<file path="src/rtl/tcw_pkg.sv">
`default_nettype none

package tcw_pkg;

    // screen store geometry
    localparam int MAX_COLS    = 128;
    localparam int MAX_ROWS    = 32;
    localparam int STORE_CELLS = MAX_COLS * MAX_ROWS;
    localparam int ADDR_W      = $clog2(STORE_CELLS);
    localparam int PTR_W       = ADDR_W + 1;
    localparam int COLS_W      = 8;
    localparam int ROWS_W      = 6;
    localparam int CFG_IDX_W   = 2;

    // command codes
    localparam logic [2:0] FN_PUT    = 3'd0;
    localparam logic [2:0] FN_CURSOR = 3'd1;
    localparam logic [2:0] FN_CLEAR  = 3'd2;
    localparam logic [2:0] FN_COLOUR = 3'd3;
    localparam logic [2:0] FN_READ   = 3'd4;

    // special characters
    localparam logic [7:0] CH_NUL   = 8'h00;
    localparam logic [7:0] CH_BS    = 8'h08;
    localparam logic [7:0] CH_TAB   = 8'h09;
    localparam logic [7:0] CH_LF    = 8'h0A;
    localparam logic [7:0] CH_SPACE = 8'h20;

    // register indexes
    localparam logic [CFG_IDX_W-1:0] REG_COLS = 2'd0;
    localparam logic [CFG_IDX_W-1:0] REG_ROWS = 2'd1;

    // reset values
    localparam logic [COLS_W-1:0] RESET_COLS = 8'd80;
    localparam logic [ROWS_W-1:0] RESET_ROWS = 6'd25;
    localparam logic [3:0]        RESET_FG   = 4'h7;
    localparam logic [3:0]        RESET_BG   = 4'h0;
    localparam logic [15:0]       INIT_CELL  = 16'h0700;

    typedef struct packed {
        logic                 wen;
        logic [CFG_IDX_W-1:0] index;
        logic [COLS_W-1:0]    data;
    } cfg_wr_t;

    typedef struct packed {
        logic [2:0] func;
        logic [7:0] char_code;
        logic [6:0] pos_x;
        logic [4:0] pos_y;
        logic [3:0] fg_in;
        logic [3:0] bg_in;
    } cmd_t;

    typedef struct packed {
        logic [6:0]  cursor_x;
        logic [4:0]  cursor_y;
        logic [11:0] cursor_offset;
        logic [3:0]  fg_out;
        logic [3:0]  bg_out;
        logic [7:0]  cell_char;
        logic [7:0]  cell_attr;
    } res_t;

    typedef struct packed {
        logic              en;
        logic [ADDR_W-1:0] addr;
        logic [15:0]       data;
    } cell_wr_t;

    typedef struct packed {
        logic [PTR_W-1:0]  add;
        logic [ROWS_W-1:0] mul_a;
        logic [COLS_W-1:0] mul_b;
    } mac_req_t;

    // zero reads as one, large values saturate
    function automatic logic [COLS_W-1:0] clamp_cols(input logic [COLS_W-1:0] v);
        logic [COLS_W-1:0] r;
        if (v == '0)
            r = COLS_W'(1);
        else if (v > COLS_W'(MAX_COLS))
            r = COLS_W'(MAX_COLS);
        else
            r = v;
        return r;
    endfunction

    function automatic logic [ROWS_W-1:0] clamp_rows(input logic [ROWS_W-1:0] v);
        logic [ROWS_W-1:0] r;
        if (v == '0)
            r = ROWS_W'(1);
        else if (v > ROWS_W'(MAX_ROWS))
            r = ROWS_W'(MAX_ROWS);
        else
            r = v;
        return r;
    endfunction

endpackage

`default_nettype wire

</file>
<file path="src/rtl/tcw_mac.sv">
`default_nettype none

// shared multiply-add: res = add + mul_a * mul_b, registered
module tcw_mac
    import tcw_pkg::*;
(
    input  wire logic             clk,
    input  wire mac_req_t         req,
    output logic [PTR_W-1:0]      res
);

    logic [ROWS_W+COLS_W-1:0] prod;
    logic [PTR_W:0]           sum;
    logic [PTR_W-1:0]         res_reg;

    assign prod = req.mul_a * req.mul_b;
    assign sum  = {1'b0, req.add} + (PTR_W+1)'(prod);

    // result register
    always_ff @(posedge clk)
    begin
        res_reg <= sum[PTR_W-1:0];
    end

    assign res = res_reg;

endmodule

`default_nettype wire

</file>
<file path="config.mk">
export PLATFORM = sky130hd
export DESIGN_NAME = tcw_mac
export DESIGN_NICKNAME = d
export VERILOG_FILES = /design/src/rtl/tcw_pkg.sv /design/src/rtl/tcw_mac.sv
export SDC_FILE = /design/constraint.sdc
export NUM_CORES = 1
export LEC_CHECK = 0
export BUFFER_PORTS_ARGS = -buffer_cell sky130_fd_sc_hd__buf_2
export CAP_MARGIN = 15
export CORE_MARGIN = 3
export CORE_UTILIZATION = 56
export DETAILED_ROUTE_END_ITERATION = 8
export PLACE_DENSITY_LB_ADDON = 0.05
export SYNTH_ARGS = -nofsm -noshare
export SYNTH_HDL_FRONTEND = slang
export SYNTH_SLANG_ARGS = --single-unit
</file>
<file path="constraint.sdc">
create_clock -name clk -period 5.3 [get_ports clk]
set_input_delay 0.265 -clock clk [delete_from_list [all_inputs] [get_ports clk]]
set_output_delay 0.265 -clock clk [all_outputs]
set_load 0.01 [all_outputs]
</file>
==> load_flow_metrics.sql <==
INSERT INTO impl_metrics (metric_group, metric, value, unit) VALUES
('placed_design', 'detailedPlacementHpwl', '3140', 'um'),
('sta', 'setup_repair_after_global_routing_missed_its_margin', 'false', ''),
('pwr', 'report.power.total', '0.000973', 'W'),
('synthesis', 'synth.largest_area_cell', 'fa_1', ''),
('sta', 'final.period_utilization', '76.2', '%'),
('synthesis', 'synth_top_area_share', '31.8', '%'),
('setup_path', 'peak_per_stage_delay_on_the_critical_path', '0.55', 'ns'),
('sta', 'final-hold-violation-count', '0', ''),
('pwr', 'cellLeakagePower', '1.28', 'nW'),
('die', 'die_w', '66.9', 'um'),
('synthesis', 'netlist_area_before_placement', '2080', 'um2'),
('sta', 'slew_headroom', '73.6', '%'),
('detailed_routing', 'first_iter_violations', '56', ''),
('layout', 'synthToLayoutAreaGrowth', '14.6', '%'),
('detailed_routing', 'routed_via_density', '5.06', ''),
('setup_path', 'crit_chain', 'buf_2, nand2_1, fa_1, fa_1, inv_1, fa_1, inv_1, fa_1, inv_1, ha_1, and3_4, a2111oi_4, nor3_1, or3_1', ''),
('sta', 'period_needed', '4.04', 'ns'),
('setup_path', 'crit_family', 'adder cells', ''),
('setup_path', 'worst_path_max_delay_cell', 'fa_1', ''),
('synthesis', 'synthesis.nets', '310', ''),
('synthesis', 'ys_seq_area_share', '12.5', '%'),
('clock_network', 'cts.hold.buffers_added', '0', ''),
('synthesis', 'synth.area.top_cells', 'fa_1 32%, ha_1 16%, dfxtp_1 13%', ''),
('worst_hold_path', 'timing.hold.worst.class', 'in2reg', ''),
('sta', 'worst-slew-pin-transition', '0.385', 'ns'),
('die', 'design.die.area', '4480', 'um2'),
('clock_network', 'cts-buffers-inserted', '3', ''),
('sta', 'setup-violations-final', '0', ''),
('clock_network', 'tritoncts', 'yes', ''),
('layout', 'layout.cells.most_common', 'inv_1', ''),
('flow_run', 'timing.max_cap.violations', '0', ''),
('synthesis', 'synth-edff-count', '0', ''),
('global_routing', 'globalRoute.totalOverflow', '0', ''),
('die', 'core_region', '3440', 'um2'),
('sta', 'finalMaxSlewViolations', '0', ''),
('global_routing', 'vias_in_the_first_global_route', '1471', ''),
('worst_hold_path', 'hold_path_end', 'res[0]', ''),
('setup_path', 'number_of_buffer_and_inverter_stages_on_the_critical_path', '4', ''),
('global_routing', 'groute.usage.overall', '17.7', '%'),
('detailed_routing', 'wl', '3530', 'um'),
('synthesis', 'predominant_post_synthesis_flop_cell', 'dfxtp_1', ''),
('synthesis', 'syn_inst', '223', ''),
('status', 'run_status', 'complete, no violations', ''),
('setup_path', 'critPathMostFrequentCell', 'fa_1', ''),
('die', 'fp-row-count', '21', ''),
('clock_network', 'cts.repair.resized', '0', ''),
('sta', 'fin_tns_setup', '0', 'ns'),
('clock_network', 'cts.clk_slew.worst_paths', '0.05', 'ns'),
('layout', 'antenna-diode-count', '0', ''),
('placed_design', 'port_buffers', '40', ''),
('layout', 'drive_gt1_share', '17.6', '%'),
('synthesis', 'synthArstFlopShare', '0', '%'),
('layout', 'postLayoutCoreUtil', '69.2', '%'),
('layout', 'flip_flop_count_of_the_largest_register_after_layout', '13', ''),
('detailed_routing', 'vias', '1585', ''),
('clock_network', 'clock-sinks', '13', ''),
('global_routing', 'grt_antenna_before_repair', '0', ''),
('setup_path', 'cp-start-kind', 'primary input', ''),
('setup_path', 'critical_path_class', 'in2reg', ''),
('setup_path', 'critical_path_arrival', '4.16', 'ns'),
('synthesis', 'netlist-cell-type-count', '27', ''),
('sta', 'holdWs', '0.257', 'ns'),
('pwr', 'power_per_cell_area', '409', 'nW/um2'),
('synthesis', 'yosys_register_bits', '13', ''),
('clock_network', 'cts_max_path_buffers', '2', ''),
('worst_hold_path', 'min_path_cells', '2', ''),
('pwr', 'power.ir.vdd_worst', '325', 'uV'),
('setup_path', 'required', '5.43', 'ns'),
('die', 'die_h', '66.9', 'um'),
('die', 'floorplan.io_pins', '41', ''),
('worst_hold_path', 'worst_hold_startpoint', 'req[14]', '');
-- synthesized netlist by cell type, types with 2 or more instances --
cell type,count
o21ai_0,2
a21o_1,4
xor2_1,4
dfxtp_1,13
a21oi_1,6
nand2_1,23
inv_1,51
ha_1,26
nand3_1,2
and3_4,2
fa_1,33
xnor2_1,10
nor3_1,2
or3_1,2
o211ai_1,3
nor2_1,2
and2_1,28
-- cells by family (layout without fill, tap and decap cells) --
group,Yosys count,after routing,synth area share [%]
fa+ha+maj,59,59,47.4
buf+inv,51,95,9.21
xor+xnor,14,14,5.90
compound gates,24,24,9.03
simple gates,62,62,15.9
flops,13,13,12.5
-- worst max-delay path by stage --
stage	from	end	slack, ns	cells past startpoint
final	req[13]	res[11]	1.26	14
after floorplan	req[13]	res[11]	1.31	13
after CTS	req[13]	res[11]	1.25	14
after global routing	req[13]	res[11]	1.07	14
after global placement	req[13]	res[11]	1.04	14
after detailed placement	req[13]	res[11]	0.99	14
-- layer usage --
metal | track usage (%) | vias up | share of wire, %
li1 | - | 785 | -
met1 | 24.8 | 751 | 44
met2 | 28.6 | 44 | 50
met3 | 3.20 | 5 | 4.6
met4 | 3.80 | 0 | 0.71
met5 | 0 | - | 0
-- power breakdown --
part	switching [W]	internal, W
combinational	0.000394	0.000332
sequential	0.00000786	0.000152
clock	0.0000345	0.0000531
total	0.000436	0.000537
-- per-stage QoR --
step                      std cells  instance area [um2]  setup slack [ns]
after floorplan                 223                 2080              1.31
after global placement          309                 2340              1.04
after detailed placement        309                 2340             0.987
after CTS                       313                 2380              1.25
after global routing            313                 2380              1.07
final                           313                 2380              1.26
-- cell type report --
class                           instances  area, um2
Multi-Input combinational cell        159       1630
Tap cell                               46       57.6
Clock buffer                            4       45.0
Inverter                               51        191
Sequential cell                        13        260
Fill cell                             279       1060
Timing Repair Buffer                   40        200
(Power assumes the default switching activity.)
