<file path="src/rtl/tcw_pkg.sv">
`default_nettype none

package tcw_pkg;

    // screen store geometry
    localparam int MAX_COLS    = 128;
    localparam int MAX_ROWS    = 32;
    localparam int STORE_CELLS = MAX_COLS * MAX_ROWS;
    localparam int ADDR_W      = $clog2(STORE_CELLS);
    localparam int PTR_W       = ADDR_W + 1;
    localparam int COLS_W      = 8;
    localparam int ROWS_W      = 6;
    localparam int CFG_IDX_W   = 2;

    // command codes
    localparam logic [2:0] FN_PUT    = 3'd0;
    localparam logic [2:0] FN_CURSOR = 3'd1;
    localparam logic [2:0] FN_CLEAR  = 3'd2;
    localparam logic [2:0] FN_COLOUR = 3'd3;
    localparam logic [2:0] FN_READ   = 3'd4;

    // special characters
    localparam logic [7:0] CH_NUL   = 8'h00;
    localparam logic [7:0] CH_BS    = 8'h08;
    localparam logic [7:0] CH_TAB   = 8'h09;
    localparam logic [7:0] CH_LF    = 8'h0A;
    localparam logic [7:0] CH_SPACE = 8'h20;

    // register indexes
    localparam logic [CFG_IDX_W-1:0] REG_COLS = 2'd0;
    localparam logic [CFG_IDX_W-1:0] REG_ROWS = 2'd1;

    // reset values
    localparam logic [COLS_W-1:0] RESET_COLS = 8'd80;
    localparam logic [ROWS_W-1:0] RESET_ROWS = 6'd25;
    localparam logic [3:0]        RESET_FG   = 4'h7;
    localparam logic [3:0]        RESET_BG   = 4'h0;
    localparam logic [15:0]       INIT_CELL  = 16'h0700;

    typedef struct packed {
        logic                 wen;
        logic [CFG_IDX_W-1:0] index;
        logic [COLS_W-1:0]    data;
    } cfg_wr_t;

    typedef struct packed {
        logic [2:0] func;
        logic [7:0] char_code;
        logic [6:0] pos_x;
        logic [4:0] pos_y;
        logic [3:0] fg_in;
        logic [3:0] bg_in;
    } cmd_t;

    typedef struct packed {
        logic [6:0]  cursor_x;
        logic [4:0]  cursor_y;
        logic [11:0] cursor_offset;
        logic [3:0]  fg_out;
        logic [3:0]  bg_out;
        logic [7:0]  cell_char;
        logic [7:0]  cell_attr;
    } res_t;

    typedef struct packed {
        logic              en;
        logic [ADDR_W-1:0] addr;
        logic [15:0]       data;
    } cell_wr_t;

    typedef struct packed {
        logic [PTR_W-1:0]  add;
        logic [ROWS_W-1:0] mul_a;
        logic [COLS_W-1:0] mul_b;
    } mac_req_t;

    // zero reads as one, large values saturate
    function automatic logic [COLS_W-1:0] clamp_cols(input logic [COLS_W-1:0] v);
        logic [COLS_W-1:0] r;
        if (v == '0)
            r = COLS_W'(1);
        else if (v > COLS_W'(MAX_COLS))
            r = COLS_W'(MAX_COLS);
        else
            r = v;
        return r;
    endfunction

    function automatic logic [ROWS_W-1:0] clamp_rows(input logic [ROWS_W-1:0] v);
        logic [ROWS_W-1:0] r;
        if (v == '0)
            r = ROWS_W'(1);
        else if (v > ROWS_W'(MAX_ROWS))
            r = ROWS_W'(MAX_ROWS);
        else
            r = v;
        return r;
    endfunction

endpackage

`default_nettype wire

</file>
<file path="src/rtl/tcw_seq.sv">
`default_nettype none

// command sequencer: cursor, colours, geometry and cell walks
module tcw_seq
    import tcw_pkg::*;
(
    input  wire logic              clk,
    input  wire logic              rst_n,
    input  wire cfg_wr_t           cfg,
    input  wire logic              cmd_valid,
    input  wire cmd_t              cmd,
    output logic                   cmd_ready,
    output logic                   res_valid,
    output res_t                   res,
    input  wire logic              res_ready,
    output mac_req_t               mac_req,
    input  wire logic [PTR_W-1:0]  mac_res,
    output cell_wr_t               cell_wr,
    output logic [ADDR_W-1:0]      cell_raddr,
    input  wire logic [15:0]       cell_rdata
);

    typedef enum logic [4:0] {
        S_INIT,
        S_IDLE,
        S_BASE,
        S_PTR,
        S_TAB_LIM,
        S_TAB,
        S_PUT,
        S_WRAP,
        S_SCR_LIM,
        S_SCR_LIM2,
        S_SCR_RD,
        S_SCR_WR,
        S_CLR_LIM,
        S_CLR_LIM2,
        S_FILL,
        S_RD_ADDR,
        S_RD_MEM,
        S_RD_DATA,
        S_OFFSET,
        S_DONE
    } state_t;

    state_t            state_reg,  state_next;
    logic [COLS_W-1:0] col_reg,    col_next;
    logic [ROWS_W-1:0] row_reg,    row_next;
    logic [3:0]        fg_reg,     fg_next;
    logic [3:0]        bg_reg,     bg_next;
    logic [COLS_W-1:0] cols_reg,   cols_next;
    logic [ROWS_W-1:0] rows_reg,   rows_next;
    logic [PTR_W-1:0]  ptr_reg,    ptr_next;
    logic [PTR_W-1:0]  end_reg,    end_next;
    logic [7:0]        ch_reg,     ch_next;
    logic [6:0]        px_reg,     px_next;
    logic [4:0]        py_reg,     py_next;
    logic [7:0]        rc_reg,     rc_next;
    logic [7:0]        ra_reg,     ra_next;

    logic [7:0]        attr;
    logic [ROWS_W-1:0] row_wrap;
    logic [COLS_W-1:0] cols_new;
    logic [ROWS_W-1:0] rows_new;

    assign attr      = {bg_reg, fg_reg};
    assign cmd_ready = (state_reg == S_IDLE);
    assign res_valid = (state_reg == S_DONE);

    // result fields, offset comes from the shared unit
    assign res = '{
        cursor_x:      col_reg[6:0],
        cursor_y:      row_reg[4:0],
        cursor_offset: mac_res[ADDR_W-1:0],
        fg_out:        fg_reg,
        bg_out:        bg_reg,
        cell_char:     rc_reg,
        cell_attr:     ra_reg
    };

    // next-state logic
    always_comb
    begin
        state_next = state_reg;
        col_next   = col_reg;
        row_next   = row_reg;
        fg_next    = fg_reg;
        bg_next    = bg_reg;
        cols_next  = cols_reg;
        rows_next  = rows_reg;
        ptr_next   = ptr_reg;
        end_next   = end_reg;
        ch_next    = ch_reg;
        px_next    = px_reg;
        py_next    = py_reg;
        rc_next    = rc_reg;
        ra_next    = ra_reg;
        row_wrap   = row_reg;
        cols_new   = clamp_cols(cfg.data);
        rows_new   = clamp_rows(cfg.data[ROWS_W-1:0]);
        mac_req    = '{add: PTR_W'(col_reg), mul_a: row_reg, mul_b: cols_reg};
        cell_wr    = '{en: 1'b0, addr: ptr_reg[ADDR_W-1:0], data: INIT_CELL};
        cell_raddr = ptr_reg[ADDR_W-1:0];

        unique case (state_reg)
            // sweep the whole store to its reset value
            S_INIT:
            begin
                cell_wr  = '{en: 1'b1, addr: ptr_reg[ADDR_W-1:0], data: INIT_CELL};
                ptr_next = ptr_reg + PTR_W'(1);
                if (ptr_reg[ADDR_W-1:0] == '1)
                begin
                    ptr_next   = '0;
                    state_next = S_IDLE;
                end
            end

            // take a command and decode it
            S_IDLE:
            begin
                if (cmd_valid)
                begin
                    ch_next = cmd.char_code;
                    px_next = cmd.pos_x;
                    py_next = cmd.pos_y;
                    rc_next = '0;
                    ra_next = '0;
                    unique case (cmd.func)
                        FN_PUT:
                        begin
                            if (cmd.char_code == CH_NUL)
                            begin
                                state_next = S_OFFSET;
                            end
                            else if (cmd.char_code == CH_BS)
                            begin
                                if (col_reg == '0 && row_reg == '0)
                                begin
                                    state_next = S_OFFSET;
                                end
                                else
                                begin
                                    if (col_reg != '0)
                                    begin
                                        col_next = col_reg - COLS_W'(1);
                                    end
                                    else
                                    begin
                                        col_next = cols_reg - COLS_W'(1);
                                        row_next = row_reg - ROWS_W'(1);
                                    end
                                    state_next = S_BASE;
                                end
                            end
                            else if (cmd.char_code == CH_LF)
                            begin
                                col_next   = cols_reg;
                                state_next = S_WRAP;
                            end
                            else
                            begin
                                state_next = S_BASE;
                            end
                        end
                        FN_CURSOR:
                        begin
                            if ({1'b0, cmd.pos_x} < cols_reg)
                            begin
                                col_next = {1'b0, cmd.pos_x};
                            end
                            if ({1'b0, cmd.pos_y} < rows_reg)
                            begin
                                row_next = {1'b0, cmd.pos_y};
                            end
                            state_next = S_OFFSET;
                        end
                        FN_CLEAR:
                        begin
                            col_next   = '0;
                            row_next   = '0;
                            state_next = S_CLR_LIM;
                        end
                        FN_COLOUR:
                        begin
                            fg_next    = cmd.fg_in;
                            bg_next    = cmd.bg_in;
                            state_next = S_OFFSET;
                        end
                        FN_READ:
                        begin
                            if ({1'b0, cmd.pos_x} < cols_reg && {1'b0, cmd.pos_y} < rows_reg)
                            begin
                                state_next = S_RD_ADDR;
                            end
                            else
                            begin
                                state_next = S_OFFSET;
                            end
                        end
                        default:
                        begin
                            state_next = S_OFFSET;
                        end
                    endcase
                end
            end

            // linear index of the cursor
            S_BASE:
            begin
                state_next = S_PTR;
            end

            // latch it, then ask for the screen size
            S_PTR:
            begin
                ptr_next   = mac_res;
                mac_req    = '{add: '0, mul_a: rows_reg, mul_b: cols_reg};
                state_next = (ch_reg == CH_TAB) ? S_TAB_LIM : S_PUT;
            end

            S_TAB_LIM:
            begin
                end_next   = mac_res;
                state_next = S_TAB;
            end

            // one space a cycle up to the next tab stop
            S_TAB:
            begin
                if (ptr_reg < end_reg)
                begin
                    cell_wr = '{en: 1'b1, addr: ptr_reg[ADDR_W-1:0], data: {attr, CH_SPACE}};
                end
                ptr_next = ptr_reg + PTR_W'(1);
                col_next = col_reg + COLS_W'(1);
                if (col_reg[2:0] == 3'b111)
                begin
                    state_next = S_WRAP;
                end
            end

            // single cell write, backspace blanks it
            S_PUT:
            begin
                cell_wr = '{en: 1'b1, addr: ptr_reg[ADDR_W-1:0],
                            data: {attr, (ch_reg == CH_BS) ? CH_NUL : ch_reg}};
                if (ch_reg == CH_BS)
                begin
                    state_next = S_OFFSET;
                end
                else
                begin
                    col_next   = col_reg + COLS_W'(1);
                    state_next = S_WRAP;
                end
            end

            // column wrap, then scroll when past the last row
            S_WRAP:
            begin
                if (col_reg >= cols_reg)
                begin
                    col_next = '0;
                    row_wrap = row_reg + ROWS_W'(1);
                end
                if (row_wrap >= rows_reg)
                begin
                    row_next   = rows_reg - ROWS_W'(1);
                    state_next = S_SCR_LIM;
                end
                else
                begin
                    row_next   = row_wrap;
                    state_next = S_OFFSET;
                end
            end

            // cells to move up: cols * (rows - 1)
            S_SCR_LIM:
            begin
                mac_req    = '{add: '0, mul_a: rows_reg - ROWS_W'(1), mul_b: cols_reg};
                state_next = S_SCR_LIM2;
            end

            S_SCR_LIM2:
            begin
                end_next   = mac_res;
                ptr_next   = '0;
                state_next = S_SCR_RD;
            end

            // read the cell one row below
            S_SCR_RD:
            begin
                if (ptr_reg >= end_reg)
                begin
                    end_next   = end_reg + PTR_W'(cols_reg);
                    state_next = S_FILL;
                end
                else
                begin
                    cell_raddr = ADDR_W'(ptr_reg + PTR_W'(cols_reg));
                    state_next = S_SCR_WR;
                end
            end

            S_SCR_WR:
            begin
                cell_wr    = '{en: 1'b1, addr: ptr_reg[ADDR_W-1:0], data: cell_rdata};
                ptr_next   = ptr_reg + PTR_W'(1);
                state_next = S_SCR_RD;
            end

            // screen size for a clear
            S_CLR_LIM:
            begin
                mac_req    = '{add: '0, mul_a: rows_reg, mul_b: cols_reg};
                state_next = S_CLR_LIM2;
            end

            S_CLR_LIM2:
            begin
                end_next   = mac_res;
                ptr_next   = '0;
                state_next = S_FILL;
            end

            // blank cells from ptr up to end
            S_FILL:
            begin
                cell_wr  = '{en: 1'b1, addr: ptr_reg[ADDR_W-1:0], data: {attr, CH_NUL}};
                ptr_next = ptr_reg + PTR_W'(1);
                if (ptr_reg + PTR_W'(1) == end_reg)
                begin
                    state_next = S_OFFSET;
                end
            end

            // read cell: address, memory, capture
            S_RD_ADDR:
            begin
                mac_req    = '{add: PTR_W'(px_reg), mul_a: ROWS_W'(py_reg), mul_b: cols_reg};
                state_next = S_RD_MEM;
            end

            S_RD_MEM:
            begin
                cell_raddr = mac_res[ADDR_W-1:0];
                state_next = S_RD_DATA;
            end

            S_RD_DATA:
            begin
                rc_next    = cell_rdata[7:0];
                ra_next    = cell_rdata[15:8];
                state_next = S_OFFSET;
            end

            // cursor offset for the result
            S_OFFSET:
            begin
                state_next = S_DONE;
            end

            S_DONE:
            begin
                if (res_ready)
                begin
                    state_next = S_IDLE;
                end
            end

            default:
            begin
                state_next = S_IDLE;
            end
        endcase

        // geometry writes, cursor pulled back into the new screen
        if (cfg.wen)
        begin
            unique case (cfg.index)
                REG_COLS:
                begin
                    cols_next = cols_new;
                    if (col_reg >= cols_new)
                    begin
                        col_next = cols_new - COLS_W'(1);
                    end
                end
                REG_ROWS:
                begin
                    rows_next = rows_new;
                    if (row_reg >= rows_new)
                    begin
                        row_next = rows_new - ROWS_W'(1);
                    end
                end
                default:
                begin
                end
            endcase
        end
    end

    // state and registered outputs
    always_ff @(posedge clk or negedge rst_n)
    begin
        if (!rst_n)
        begin
            state_reg <= S_INIT;
            col_reg   <= '0;
            row_reg   <= '0;
            fg_reg    <= RESET_FG;
            bg_reg    <= RESET_BG;
            cols_reg  <= RESET_COLS;
            rows_reg  <= RESET_ROWS;
            ptr_reg   <= '0;
            end_reg   <= '0;
            ch_reg    <= '0;
            px_reg    <= '0;
            py_reg    <= '0;
            rc_reg    <= '0;
            ra_reg    <= '0;
        end
        else
        begin
            state_reg <= state_next;
            col_reg   <= col_next;
            row_reg   <= row_next;
            fg_reg    <= fg_next;
            bg_reg    <= bg_next;
            cols_reg  <= cols_next;
            rows_reg  <= rows_next;
            ptr_reg   <= ptr_next;
            end_reg   <= end_next;
            ch_reg    <= ch_next;
            px_reg    <= px_next;
            py_reg    <= py_next;
            rc_reg    <= rc_next;
            ra_reg    <= ra_next;
        end
    end

endmodule

`default_nettype wire

</file>
<file path="config.mk">
export PLATFORM = sky130hd
export DESIGN_NAME = tcw_seq
export DESIGN_NICKNAME = d
export VERILOG_FILES = /design/src/rtl/tcw_pkg.sv /design/src/rtl/tcw_seq.sv
export SDC_FILE = /design/constraint.sdc
export NUM_CORES = 1
export LEC_CHECK = 0
export ABC_AREA = 1
export BUFFER_PORTS_ARGS = -buffer_cell sky130_fd_sc_hd__buf_2
export CAP_MARGIN = 0
export CELL_PAD_IN_SITES_DETAIL_PLACEMENT = 0
export CELL_PAD_IN_SITES_GLOBAL_PLACEMENT = 1
export CORE_MARGIN = 3
export CORE_UTILIZATION = 40
export CTS_CLUSTER_SIZE = 24
export DETAILED_ROUTE_END_ITERATION = 10
export PLACE_DENSITY_LB_ADDON = 0.1
export SKIP_CTS_REPAIR_TIMING = 1
export SKIP_LAST_GASP = 1
export SLEW_MARGIN = 20
export SYNTH_ARGS = -nofsm -noshare
export SYNTH_HDL_FRONTEND = slang
export SYNTH_SLANG_ARGS = --single-unit
</file>
<file path="constraint.sdc">
create_clock -name clk -period 3.96 [get_ports clk]
set_input_delay 0.594 -clock clk [delete_from_list [all_inputs] [get_ports clk]]
set_output_delay 0.594 -clock clk [all_outputs]
set_load 0.005 [all_outputs]
</file>
==> results of run 1 <==
[worst min path at each step]
stage / endpoint / slack (ns) / cells after the start
2_1_floorplan: bg_reg[0] / 0.30 / 0
3_3_place_gp: px_reg[1] / 0.45 / 2
3_5_place_dp: py_reg[1] / 0.46 / 2
4_1_cts: ra_reg[4] / 0.25 / 1
5_1_grt: ra_reg[4] / 0.26 / 1
6_report: ra_reg[4] / 0.23 / 1
[cells in the mapped netlist, types with 5 or more instances]
cell / count / share of area (%)
a21oi_1: 64 / 3.1
a22oi_1: 11 / 0.80
a31oi_1: 7 / 0.43
buf_2: 8 / 0.39
buf_4: 42 / 3.1
clkbuf_1: 23 / 0.84
dfrtp_1: 95 / 23
dfstp_2: 8 / 2.0
ha_1: 77 / 9.4
inv_1: 201 / 7.3
inv_2: 18 / 0.66
mux2_2: 8 / 0.88
nand2_1: 422 / 15
nand2_2: 7 / 0.43
nand3_1: 138 / 6.7
nand4_1: 29 / 1.8
nor2_1: 105 / 3.8
nor2_2: 7 / 0.43
nor3_1: 24 / 1.2
o2111ai_1: 5 / 0.43
o211ai_1: 22 / 1.6
o21ai_0: 136 / 6.6
o21ai_1: 5 / 0.24
o21ai_2: 10 / 0.85
o221ai_1: 8 / 0.68
o22ai_1: 15 / 0.91
xnor2_1: 6 / 0.51
xor2_1: 22 / 1.9
[cell families (layout without fill, tap and decap cells)]
family / count (synthesis) / after routing / synth area share, %
multiplexers: 9 / 9 / 0.974
AO/OA/AOI/OAI: 299 / 299 / 16.9
buffers and inverters: 298 / 451 / 12.7
flip-flops: 103 / 103 / 25.2
XOR/XNOR: 28 / 28 / 2.39
adder cells (fa/ha/maj): 79 / 79 / 9.77
AND/OR/NAND/NOR: 756 / 756 / 32.0
other: 1 / 5 / 0.0365
[where the power goes]
| part | switching [W] | total, W | internal [W] |
|---|---|---|---|
| clock network | 0.000522 | 0.000977 | 0.000454 |
| registers | 0.000533 | 0.00202 | 0.00149 |
| logic | 0.00346 | 0.00538 | 0.00192 |
| total | 0.00451 | 0.00837 | 0.00386 |
[metal layers]
layer  part of all wire [%]  global-route usage [%]  up-vias
li1                       -                       -     5487
met1                     43                    36.0     5150
met2                     48                    48.3      379
met3                    5.0                    2.95       70
met4                    4.1                    10.5        0
met5                      0                       0        -
[cell type report]
| class | instances | area [µm²] | share of cell area (%) |
|---|---|---|---|
| clock buffer | 9 | 225 | 1.93 |
| inverter | 223 | 838 | 7.18 |
| tap | 330 | 413 | 3.54 |
| sequential | 103 | 2590 | 22.2 |
| timing repair buffer | 212 | 1130 | 9.65 |
| clock inverter | 7 | 85.1 | 0.729 |
| multi-input combinational | 1176 | 6400 | 54.8 |
[metrics by stage]
step	cells	utilization [%]	instance area, µm²
6_report	2060	46.4	11700
5_1_grt	2060	46.4	11700
4_1_cts	2060	46.4	11700
3_5_place_dp	2044	45.1	11400
3_3_place_gp	2044	45.1	11400
2_1_floorplan	1577	-	10300
[worst reg2reg max path: cells and delay by family (launching register included)]
| kind | cells | cell delay, ns |
|---|---|---|
| AOI/OAI and AO/OA | 3 | 0.34 |
| xor gates and xnor gates | 1 | 0.15 |
| adders and majority gates | 2 | 0.57 |
| buffers and inverters | 4 | 0.33 |
| DFF | 1 | 0.64 |
| and+or+nand+nor | 10 | 1.42 |
==> results.py, run 1 <==
metrics = {
    "sta": {
        "hold_viol_final": 0,
        "layout_min_cycle_time_ns": 3.70,
        "clock_skew_ns": 0.0156,
        "worst_pin_slew_ns": 0.974,
        "tns_ns": 0,
        "finalCritPeriodShare_pct": 93.4,
        "setup_slack_ns": 0.262,
        "rsz0062_at_grt": "false",
        "worst_hold_slack_ns": 0.235,
        "finalMaxSlewViolations": 0,
        "maxSlewHeadroom_pct": 34.9,
        "fmax_mhz": 270,
        "finalSetupViolCount": 0,
    },
    "worst_setup_path": {
        "cp_top_family": "simple AND/OR/NAND/NOR gates",
        "cp.required_ns": 3.37,
        "crit_type": "flip-flop to primary output",
        "reg2reg_to": "row_reg[2]",
        "crit_chain": "inv_1 > ha_1 > nand2_1 > o21bai_1 > nand2_1 > a21oi_1 > nand3_1 > nor2_2 > inv_1 > o221ai_1 > buf_2",
        "rr_startpoint": "cols_reg[4]",
        "r2r_cells": 20,
        "critPathCapture": "cell_raddr[1]",
        "cp_num_buf_inv": 3,
        "cp.depth": 11,
        "cp-end-kind": "primary output",
        "critPathLaunchType": "flip-flop",
        "r2r_slack_ns": 0.43,
        "cp-startpoint": "end_reg[8]",
        "cp_data_arrival_time_ns": 3.10,
        "cpMaxStageDelayCell": "dfrtp_1",
        "worst-path-max-fanout": 8,
        "max_stage_delay_ns": 0.51,
    },
    "floorplanning": {
        "fp.dieH_um": 166,
        "io_pins": 193,
        "die-area_um2": 27600,
        "core_area_um2": 25200,
        "start_util_pct": 40.8,
        "die_w_um": 166,
        "fp-row-count": 58,
    },
    "placement": {
        "io_buffers": 187,
        "preCtsSetupSlack_ns": 0.474,
        "place_congestion": 0.952,
        "dp_hpwl_mm": 31.7,
    },
    "finish": {
        "drive_gt1_share_pct": 17.7,
        "antenna_cells": 0,
        "syn_to_final_growth_pct": 13.6,
        "final_cell_mix": "nand2_1, inv_1, buf_2",
        "final_common_cell": "nand2_1",
        "fill_cells": 2783,
        "nets": 1879,
    },
    "clocking": {
        "cts_max_level": 3,
        "cts_buffer_depth": 2,
        "cts-root-buf": "clkbuf_16",
        "clock_latency_ns": 0.37,
        "clock_sinks": 103,
        "cts_inserted_buffers": 9,
        "cts_tree": "yes",
        "path_clk_slew_ns": 0.09,
    },
    "detailed_routing": {
        "wl_per_cell_um": 19.2,
        "vias": 11086,
        "drtIter0Drc": 916,
        "wl_mm": 39.5,
        "drcViolationCount": 0,
        "vias_per_cell": 5.38,
        "firstDrtPassIters": 6,
        "ant_nets": 0,
    },
    "global_routing": {
        "grt_use_total_pct": 27.9,
        "grt_pass1_wl_mm": 61.6,
        "antenna_found_initial": 0,
        "grt_max_degree": 46,
        "grt_overflow": 0,
        "grt_pass1_vias": 10731,
    },
    "synthesis": {
        "yosysSeqAreaShare_pct": 25.2,
        "synth_edf_count": 0,
        "synth_warnings": 0,
        "ys_ff_latch": 103,
        "syn-cell-area_um2": 10300,
        "ys_types": 52,
        "synthFlopType": "dfrtp_1",
        "async_flop_share_pct": 100,
        "syn_area_per_cell_um2": 6.53,
        "synthCells": 1573,
    },
    "power": {
        "power.leakage_nw": 6.25,
        "power_density_nw_per_um2": 717,
        "power.total_w": 0.00837,
        "peakVddDrop_v": 0.000296,
    },
    "run": {
        "max-cap-violations": 0,
    },
    "run_status": {
        "status": "finished, final reports clean",
    },
    "min_path": {
        "min_path_type": "input pin to asynchronous set/reset pin",
    },
}
(Power assumes the default switching activity.)
==> run 2: changes to the inputs <==
--- a/config.mk
+++ b/config.mk
@@ -15,6 +15,7 @@
 export CTS_CLUSTER_SIZE = 24
 export DETAILED_ROUTE_END_ITERATION = 10
 export PLACE_DENSITY_LB_ADDON = 0.1
+export RECOVER_POWER = 25
 export SKIP_CTS_REPAIR_TIMING = 1
 export SKIP_LAST_GASP = 1
 export SLEW_MARGIN = 20
==> run 2 against run 1 <==
The run now ends with capacitance limit, slew limit left. Global-route usage unchanged. Sequential share of layout area barely moved. Setup slack worse by 0.0083 ns. Highest routed layer unchanged. Non-clock buffer count is the same.
==> results.py, run 2 (same netlist as run 1, synthesis figures left out) <==
metrics = {
    "sta": {
        "maxSlewHeadroom_pct": -81.7,
        "finalCritPeriodShare_pct": 93.6,
        "clock_skew_ns": 0.0156,
        "fmax_mhz": 270,
        "rsz0062_at_grt": "false",
        "worst_pin_slew_ns": 2.73,
        "hold_viol_final": 0,
        "worst_hold_slack_ns": 0.437,
        "tns_ns": 0,
        "layout_min_cycle_time_ns": 3.71,
        "finalMaxSlewViolations": 46,
        "finalSetupViolCount": 0,
    },
    "clocking": {
        "cts_inserted_buffers": 9,
        "clock_sinks": 103,
        "cts_buffer_depth": 2,
        "clock_latency_ns": 0.37,
        "cts-root-buf": "clkbuf_16",
        "path_clk_slew_ns": 0.09,
        "cts_tree": "yes",
        "cts_max_level": 3,
    },
    "finish": {
        "instances_no_fill": 2060,
        "nets": 1879,
        "drive_gt1_share_pct": 17.5,
        "fill_cells": 2787,
        "final_cell_mix": "nand2_1, inv_1, buf_2",
        "syn_to_final_growth_pct": 13.5,
        "fin_area_um2": 11700,
        "antenna_cells": 0,
        "final_common_cell": "nand2_1",
    },
    "detailed_routing": {
        "vias_per_cell": 5.38,
        "wl_mm": 39.5,
        "met2RoutedLength_mm": 18.9,
        "wl_met3_mm": 1.96,
        "met1Wirelength_mm": 17.0,
        "ant_nets": 0,
        "drtIter0Drc": 921,
        "vias": 11091,
        "wl_per_cell_um": 19.2,
        "drcViolationCount": 0,
        "top_layer": "met4",
        "firstDrtPassIters": 6,
    },
    "power": {
        "comb_power_share_pct": 64.2,
        "peakVddDrop_v": 0.000297,
        "swShare_pct": 53.9,
        "p_switching_w": 0.00451,
        "seqPwrFrac_pct": 24.1,
        "power.total_w": 0.00837,
        "clockPowerShare_pct": 11.7,
        "power_density_nw_per_um2": 718,
        "power.leakage_nw": 6.24,
        "internal_power_w": 0.00386,
    },
    "worst_setup_path": {
        "critPathLaunchType": "flip-flop",
        "crit_type": "flip-flop to primary output",
        "worst-path-max-fanout": 8,
        "r2r_cells": 20,
        "r2r_slack_ns": 0.43,
        "cp-end-kind": "primary output",
        "rr_startpoint": "cols_reg[4]",
        "reg2reg_to": "row_reg[2]",
        "cp_data_arrival_time_ns": 3.11,
        "cp.required_ns": 3.37,
    },
    "run": {
        "max-cap-violations": 1,
    },
    "floorplanning": {
        "start_util_pct": 40.8,
        "fp.dieH_um": 166,
        "die_w_um": 166,
        "core_area_um2": 25200,
        "io_pins": 193,
        "fp-row-count": 58,
        "die-area_um2": 27600,
    },
    "min_path": {
        "min_path_type": "input pin to flip-flop",
        "whs_endpoint": "ch_reg[6]",
        "holdPathStages": 3,
        "hold_path_startpoint": "cmd[26]",
    },
    "placement": {
        "place_inst": 2044,
        "io_buffers": 187,
        "place_congestion": 0.952,
        "place_area_um2": 11400,
        "dp_hpwl_mm": 31.7,
    },
    "global_routing": {
        "grt_overflow": 0,
        "grt_pass1_wl_mm": 61.6,
        "antenna_found_initial": 0,
        "grt_max_degree": 46,
        "grt_pass1_vias": 10731,
        "grt_use_total_pct": 27.9,
    },
    "run_status": {
        "violations": "capacitance limit, slew limit",
        "status": "finished with violations",
    },
}
-- run 2: power by group through the flow --
stage	clock network [W]	registers, W	logic, W
2_1_floorplan	0	0.00183	0.00387
3_3_place_gp	0	0.00203	0.00532
3_5_place_dp	0	0.00203	0.00534
4_1_cts	0.000998	0.00201	0.00536
5_1_grt	0.00103	0.00208	0.00612
6_report	0.000977	0.00202	0.00537
-- run 2: per-stage QoR --
| step | setup WS, ns | utilization, % |
|---|---|---|
| 6_report | 0.254 | 46.3 |
| 5_1_grt | 0.0502 | 46.3 |
| 4_1_cts | 0.288 | 46.4 |
| 3_5_place_dp | 0.474 | 45.1 |
| 3_3_place_gp | 0.604 | 45.1 |
| 2_1_floorplan | 0.882 | - |
-- run 2: worst max path at each step --
stage,start,endpoint,slack (ns),cells past startpoint
after floorplan,cols_reg[6],row_reg[2],0.88,19
after detailed placement,cols_reg[6],row_reg[2],0.47,20
final,end_reg[8],cell_raddr[1],0.25,11
after global routing,end_reg[8],cell_raddr[10],0.05,15
after CTS,end_reg[8],cell_raddr[10],0.29,15
after global placement,cols_reg[4],row_reg[2],0.60,20
-- run 2: critical path, cell delays in order (launching register included) --
cell and delay [ns]:
dfrtp_1 0.51, inv_1 0.14, ha_1 0.31, nand2_1 0.12
o21bai_1 0.12, nand2_1 0.06, a21oi_1 0.17, nand3_1 0.30
nor2_2 0.29, inv_1 0.14, o221ai_1 0.38, buf_2 0.19
-- run 2: area by class of cell --
cell class	count	area, µm²	share of cell area, %
repair buffers	212	1110	9.56
clock inverters	7	85.1	0.729
multi-input cells	1176	6400	54.9
clock buffers	9	225	1.93
inverters	223	838	7.19
flip-flops and latches	103	2590	22.2
well taps	330	413	3.54
-- run 2: routing by layer --
layer / vias to the layer above / global-route usage (%)
met5: - / 0
met4: 0 / 10.5
met3: 68 / 2.95
met2: 367 / 48.3
met1: 5167 / 36.0
li1: 5489 / -
